===== src/sv/gal_pkg.sv =====
// shared types, constants and command/status structs for the alignment core
`timescale 1ns / 1ps
package gal_pkg;
    localparam int MAX_LEN = 32;
    localparam int LEN_W = $clog2(MAX_LEN + 1);
    localparam int IDX_W = $clog2(MAX_LEN);
    localparam int TAB_DEPTH = (MAX_LEN + 1) * (MAX_LEN + 1);
    localparam int TAB_AW = $clog2(TAB_DEPTH);
    localparam int SCORE_W = 14;
    localparam int CFG_IDX_W = 2;

    localparam logic [1:0] REQ_PATTERN = 2'd0;
    localparam logic [1:0] REQ_TEXT = 2'd1;
    localparam logic [1:0] REQ_ALIGN = 2'd2;

    localparam logic [CFG_IDX_W-1:0] CFG_DEL = 2'd0;
    localparam logic [CFG_IDX_W-1:0] CFG_INS = 2'd1;
    localparam logic [CFG_IDX_W-1:0] CFG_MIS = 2'd2;
    localparam logic [CFG_IDX_W-1:0] CFG_TB = 2'd3;

    localparam logic [1:0] OP_MATCH = 2'd0;
    localparam logic [1:0] OP_MISMATCH = 2'd1;
    localparam logic [1:0] OP_INSERTION = 2'd2;
    localparam logic [1:0] OP_DELETION = 2'd3;

    // controller to datapath
    typedef struct packed {
        logic load_pat;
        logic load_txt;
        logic clear_counts;
        logic fill_start;   // set h,v to start of fill
        logic fill_write;   // write current cell, advance
        logic tb_start;
        logic tb_issue;     // read cells around (h,v)
        logic tb_step;      // decide and move
        logic out_load;     // capture a result beat
        logic out_score_only;
    } gal_cmd_t;

    // datapath to controller
    typedef struct packed {
        logic fill_done;
        logic tb_done;
        logic tb_last;
        logic empty;
    } gal_sts_t;
endpackage


===== src/sv/gal_ctrl.sv =====
// controller state machine sequencing loads, table fill, traceback and output
`timescale 1ns / 1ps
module gal_ctrl (
    input  logic              clk,
    input  logic              rst_n,
    input  logic              in_valid,
    input  logic [1:0]        req_type,
    output logic              in_ready,
    output logic              out_valid,
    input  logic              out_ready,
    output gal_pkg::gal_cmd_t cmd,
    input  gal_pkg::gal_sts_t sts
);
    typedef enum logic [5:0] {
        ST_IDLE  = 6'b000001,
        ST_FRD   = 6'b000010,
        ST_FWR   = 6'b000100,
        ST_TRD   = 6'b001000,
        ST_TDEC  = 6'b010000,
        ST_OUT   = 6'b100000
    } state_t;

    state_t state_reg, state_next;
    logic   ov_reg, ov_next;
    logic   fin_reg, fin_next;

    logic in_acc;
    assign in_ready = (state_reg == ST_IDLE) && !ov_reg;
    assign in_acc = in_valid && in_ready;
    assign out_valid = ov_reg;

    always_comb
    begin
        cmd = '0;
        state_next = state_reg;
        ov_next = ov_reg && !out_ready;
        fin_next = fin_reg;
        case (state_reg)
            ST_IDLE:
            begin
                if (in_acc)
                begin
                    case (req_type)
                        gal_pkg::REQ_PATTERN: cmd.load_pat = 1'b1;
                        gal_pkg::REQ_TEXT: cmd.load_txt = 1'b1;
                        gal_pkg::REQ_ALIGN:
                        begin
                            cmd.fill_start = 1'b1;
                            state_next = ST_FRD;
                        end
                        default: ;
                    endcase
                end
            end
            ST_FRD:
            begin
                state_next = ST_FWR;
            end
            ST_FWR:
            begin
                cmd.fill_write = 1'b1;
                if (sts.fill_done)
                begin
                    state_next = ST_OUT;
                    fin_next = 1'b1;
                end
                else
                begin
                    state_next = ST_FRD;
                end
            end
            ST_OUT:
            begin
                if (!ov_reg)
                begin
                    if (fin_reg && sts.empty)
                    begin
                        cmd.out_load = 1'b1;
                        cmd.out_score_only = 1'b1;
                        cmd.clear_counts = 1'b1;
                        ov_next = 1'b1;
                        fin_next = 1'b0;
                        state_next = ST_IDLE;
                    end
                    else if (fin_reg)
                    begin
                        cmd.tb_start = 1'b1;
                        fin_next = 1'b0;
                        state_next = ST_TRD;
                    end
                    else if (sts.tb_done)
                    begin
                        cmd.clear_counts = 1'b1;
                        state_next = ST_IDLE;
                    end
                    else
                    begin
                        state_next = ST_TRD;
                    end
                end
            end
            ST_TRD:
            begin
                cmd.tb_issue = 1'b1;
                state_next = ST_TDEC;
            end
            ST_TDEC:
            begin
                cmd.out_load = 1'b1;
                cmd.tb_step = 1'b1;
                ov_next = 1'b1;
                state_next = ST_OUT;
            end
            default: state_next = ST_IDLE;
        endcase
    end

    always_ff @(posedge clk or negedge rst_n)
    begin
        if (!rst_n)
        begin
            state_reg <= ST_IDLE;
            ov_reg <= 1'b0;
            fin_reg <= 1'b0;
        end
        else
        begin
            state_reg <= state_next;
            ov_reg <= ov_next;
            fin_reg <= fin_next;
        end
    end
endmodule


===== config.mk =====
export PLATFORM = sky130hd
export DESIGN_NAME = gal_ctrl
export DESIGN_NICKNAME = d
export VERILOG_FILES = /design/src/sv/gal_pkg.sv /design/src/sv/gal_ctrl.sv
export SDC_FILE = /design/constraint.sdc
export NUM_CORES = 1
export LEC_CHECK = 0
export BUFFER_PORTS_ARGS = -buffer_cell sky130_fd_sc_hd__buf_2
export CAP_MARGIN = 20
export CORE_AREA = 2 2 39 41
export DETAILED_ROUTE_END_ITERATION = 10
export DIE_AREA = 0 0 41 43
export PLACE_DENSITY = 0.69
export SYNTH_ARGS = -nofsm -noshare
export SYNTH_HDL_FRONTEND = slang
export SYNTH_SLANG_ARGS = --single-unit

===== constraint.sdc =====
create_clock -name clk -period 5 [get_ports clk]
set_clock_uncertainty 0.05 [all_clocks]
set_input_delay 1 -clock clk [delete_from_list [all_inputs] [get_ports clk]]
set_output_delay 1 -clock clk [all_outputs]
set_load 0.03 [all_outputs]

# == Word level (Yosys, flattened, before mapping) ==
# Index checks and enable logic that the tools add are counted.
# Widths: inputs -> output; s select.
# op_classes
n_eq_ne,12
n_reduce_logical,10
muxes,37
# ops
cell,count
$mux 6,6
$pmux 6 s6,1
$mux 1,22
$mux 2,4
$eq 6x1->1 const B,1
$eq 6x2->1 const B,1
$eq 6x3->1 const B,1
$eq 6x4->1 const B,1
$eq 6x5->1 const B,1
$eq 6x6->1 const B,1
$ne 2x2->1 const B,3
$pmux 1 s2,3
$reduce_and 3->1,2
$logic_and 1x1->1,4
$mux 4,1
$eq 2x1->1 const B,1
$eq 2x2->1 const B,1
$logic_not 1->1,2
$logic_not 2->1,1
$ne 2x1->1 const B,1
$reduce_bool 2->1,1
# word_totals
regBits,8
elab_cells,62
inputBits,10

# == Logic depth before layout (Yosys ltp) ==
# logic_depth
depth_word,5
mapped_depth,5
mapped_depth_nobuf,4

# == Worst setup path before layout ==
# No wires, ideal clock.
# synth_path
path_kind,register to output
start,register state_reg[3]
end,output cmd[9] (netlist bit)
required_ns,3.950
arrival_time_ns,2.441
stages_incl_launch_ff,5
slack_ns,1.509
path_cell_list,dfrtp_1 > nor4_1 > nand3b_1 > nor2_1 > nor4bb_1
# synth_lines
element,line,rtl
"start, declared",gal_ctrl.sv:23,"state_t state_reg, state_next;"
"start signal, assigned",gal_ctrl.sv:128,state_reg <= state_next;
"end, declared",gal_ctrl.sv:11,"output gal_pkg::gal_cmd_t cmd,"

==> metrics.yaml <==
slowest_stage: "or4b_4"
syn-num-nets: 66
synth_top_cell_area_share_pct: 32.6
cts.sinks: 8
finish.net_count: 90
area_growth_pct: 25.2
die_h_um: 43
rows: 14
dieArea_sq_um: 1760
ys_seq_area_share_pct: 37.5
criticalPathCategory: "flip-flop to output pin"
vias: 528
status: "completed"
maxSlewViolCount: 0
yosysMostFrequentCell: "dfrtp_1"
crit_required_ns: 3.95
grtUsageTotal_pct: 16.3
synth_area_leaders: "dfrtp_1 33%, and4b_2 6.3%, dfstp_2 4.9%"
peakVddDrop_uv: 160
drt_pass1_iterations: 4
min_period_ns: 3.16
ys_top_cells_by_count: "7 x dfrtp_1, 4 x inv_1, 4 x nor2_1"
core_area_sq_um: 1380
cp_max_fo: 8
leakagePower_nw: 0.353
arrival_ns: 2.11
finalSetupViolCount: 0
post_cts_buffers: 0
ys_warn_count: 0
cts_tree: "done"
rsz0062_at_grt: "false"
max-slew-margin-rel_pct: 57.0
largest_reg_flops: 6
cts.clk_slew.worst_paths_ns: 0.06
avgViaCountPerCell: 5.56
drt_iter0_drc: 8
worst_slew_pin_slew_ns: 0.637
setup_tns_ns: 0
synth_top_area_cell: "dfrtp_1"
fin_crit_sh_pct: 63.2
maxCapViolCount: 0
synth_edf_count: 0
fp.dieW_um: 41
htree_levels: 1
clock.fmax_ghz: 0.316
grt_overflow: 0
antenna_cells: 0
cts_buffers: 3
syn_area_per_cell_sq_um: 9.59
drive_gt1_share_pct: 39.2
n_fill_cell: 136
drc_errors: 0
async_reset_ff_share_pct: 100
grt_start_max_net_pins: 9
start_kind: "flip-flop"
fin_area_sq_um: 672
cts_hold_buf: 0
num_io_pins: 22
place_area_sq_um: 646
ctsResizeCount: 0
cpPeakStageDelay_ns: 0.58
io_buffers: 20
worst_path_most_repeated_cell: "or2_1"
synth_seq_cells: 8
power_density_nw_per_um2: 421
synth_top_flop_cell: "dfrtp_1"
syn-instance-count: 56
syn-cell-area_sq_um: 537
cts_buffer_depth: 2
clk_latency_ns: 0.26
ant_nets: 0
grt_pass1_wl_um: 1910
antenna_found_initial: 0
root_buffer: "clkbuf_4"
critPathCaptureType: "output pin"
grt_pass1_vias: 482
start_util_pct: 38.8
avgRoutedWirePerCell_um: 12.4
routed_wirelength_um: 1180
hpwl_um: 948
finalHoldViolCount: 0
crit_chain: "or4b_4, or2_1, nor3_1, or2_1, buf_2"
gp_congestion: 0.746
synth_cell_types: 30
holdCritPathClass: "input pin to async pin"
==> cells in the final DEF (no fill, tap or decap), types with 2 or more instances in the layout <==
cell type	instances
clkbuf_4	3
o211ai_1	2
o21ai_0	3
or2_1	2
nand2_1	3
dfrtp_1	7
nor2_1	4
a21oi_1	2
nor3_1	3
buf_2	20
nand3b_1	2
and4b_2	3
nor4bb_1	2
nor4_1	2
inv_1	4
==> report_power, final <==
part | switching, W | internal [W]
clock network | 0.0000249 | 0.0000307
registers | 0.0000175 | 0.0000814
logic | 0.0000717 | 0.0000565
==> worst max-delay path, delay by kind of cell (launching register included) <==
kind / cells / cell delay (ns)
AND/OR/NAND/NOR: 4 / 1.22
flip-flops: 1 / 0.45
buffers and inverters: 1 / 0.18
==> per-layer routing <==
layer	vias up	track usage (%)	part of all wire (%)
met1	249	21.8	47
met4	0	10.0	2.7
met5	-	0	0
met2	17	23.1	46
met3	5	3.14	4.7
li1	257	-	-
==> cell type report <==
cell class              count  area, sq um  share of cell area, %
clock buffers               4         26.3                   3.91
multi-input cells          43          309                   46.0
repair buffers             20          100                   14.9
flip-flops and latches      8          201                   30.0
well taps                  16         20.0                   2.98
inverters                   4         15.0                   2.23
==> kinds of logic after synthesis <==
logic type	count (synthesis)	share of synthesized area, %
and+or+nand+nor	30	38.5
AOI/OAI and AO/OA	12	17.5
DFF	8	37.5
buffers and inverters	5	4.89
xor gates and xnor gates	1	1.63
==> path summary, 6_finish.rpt <==
| check | startpoint | endpoint | slack (ns) | depth (start not counted) |
|---|---|---|---|---|
| hold reg to reg | fin_reg | fin_reg | 0.52 | 2 |
| max in group asynchronous | rst_n | state_reg[0] | 4.12 | 1 |
| min in group clk | fin_reg | fin_reg | 0.52 | 2 |
| setup / recovery | state_reg[3] | cmd[1] | 1.84 | 5 |
| setup reg to reg | state_reg[3] | state_reg[1] | 3.11 | 4 |
| hold / removal | rst_n | state_reg[5] | 0.52 | 1 |
==> stage by stage <==
stage               utilization [%]  worst slack [ns]  cells  hold WS, ns  power [W]
finish                         48.6              1.84     95        0.521   0.000283
global route                   48.6              1.74     95        0.530   0.000304
CTS                            48.6              1.84     95        0.521   0.000286
detailed placement             46.7              1.89     91        0.516   0.000228
global placement               46.7              1.83     91        0.497   0.000224
floorplan                         -              1.51     56        0.472   0.000197
(Power assumes the default switching activity.)
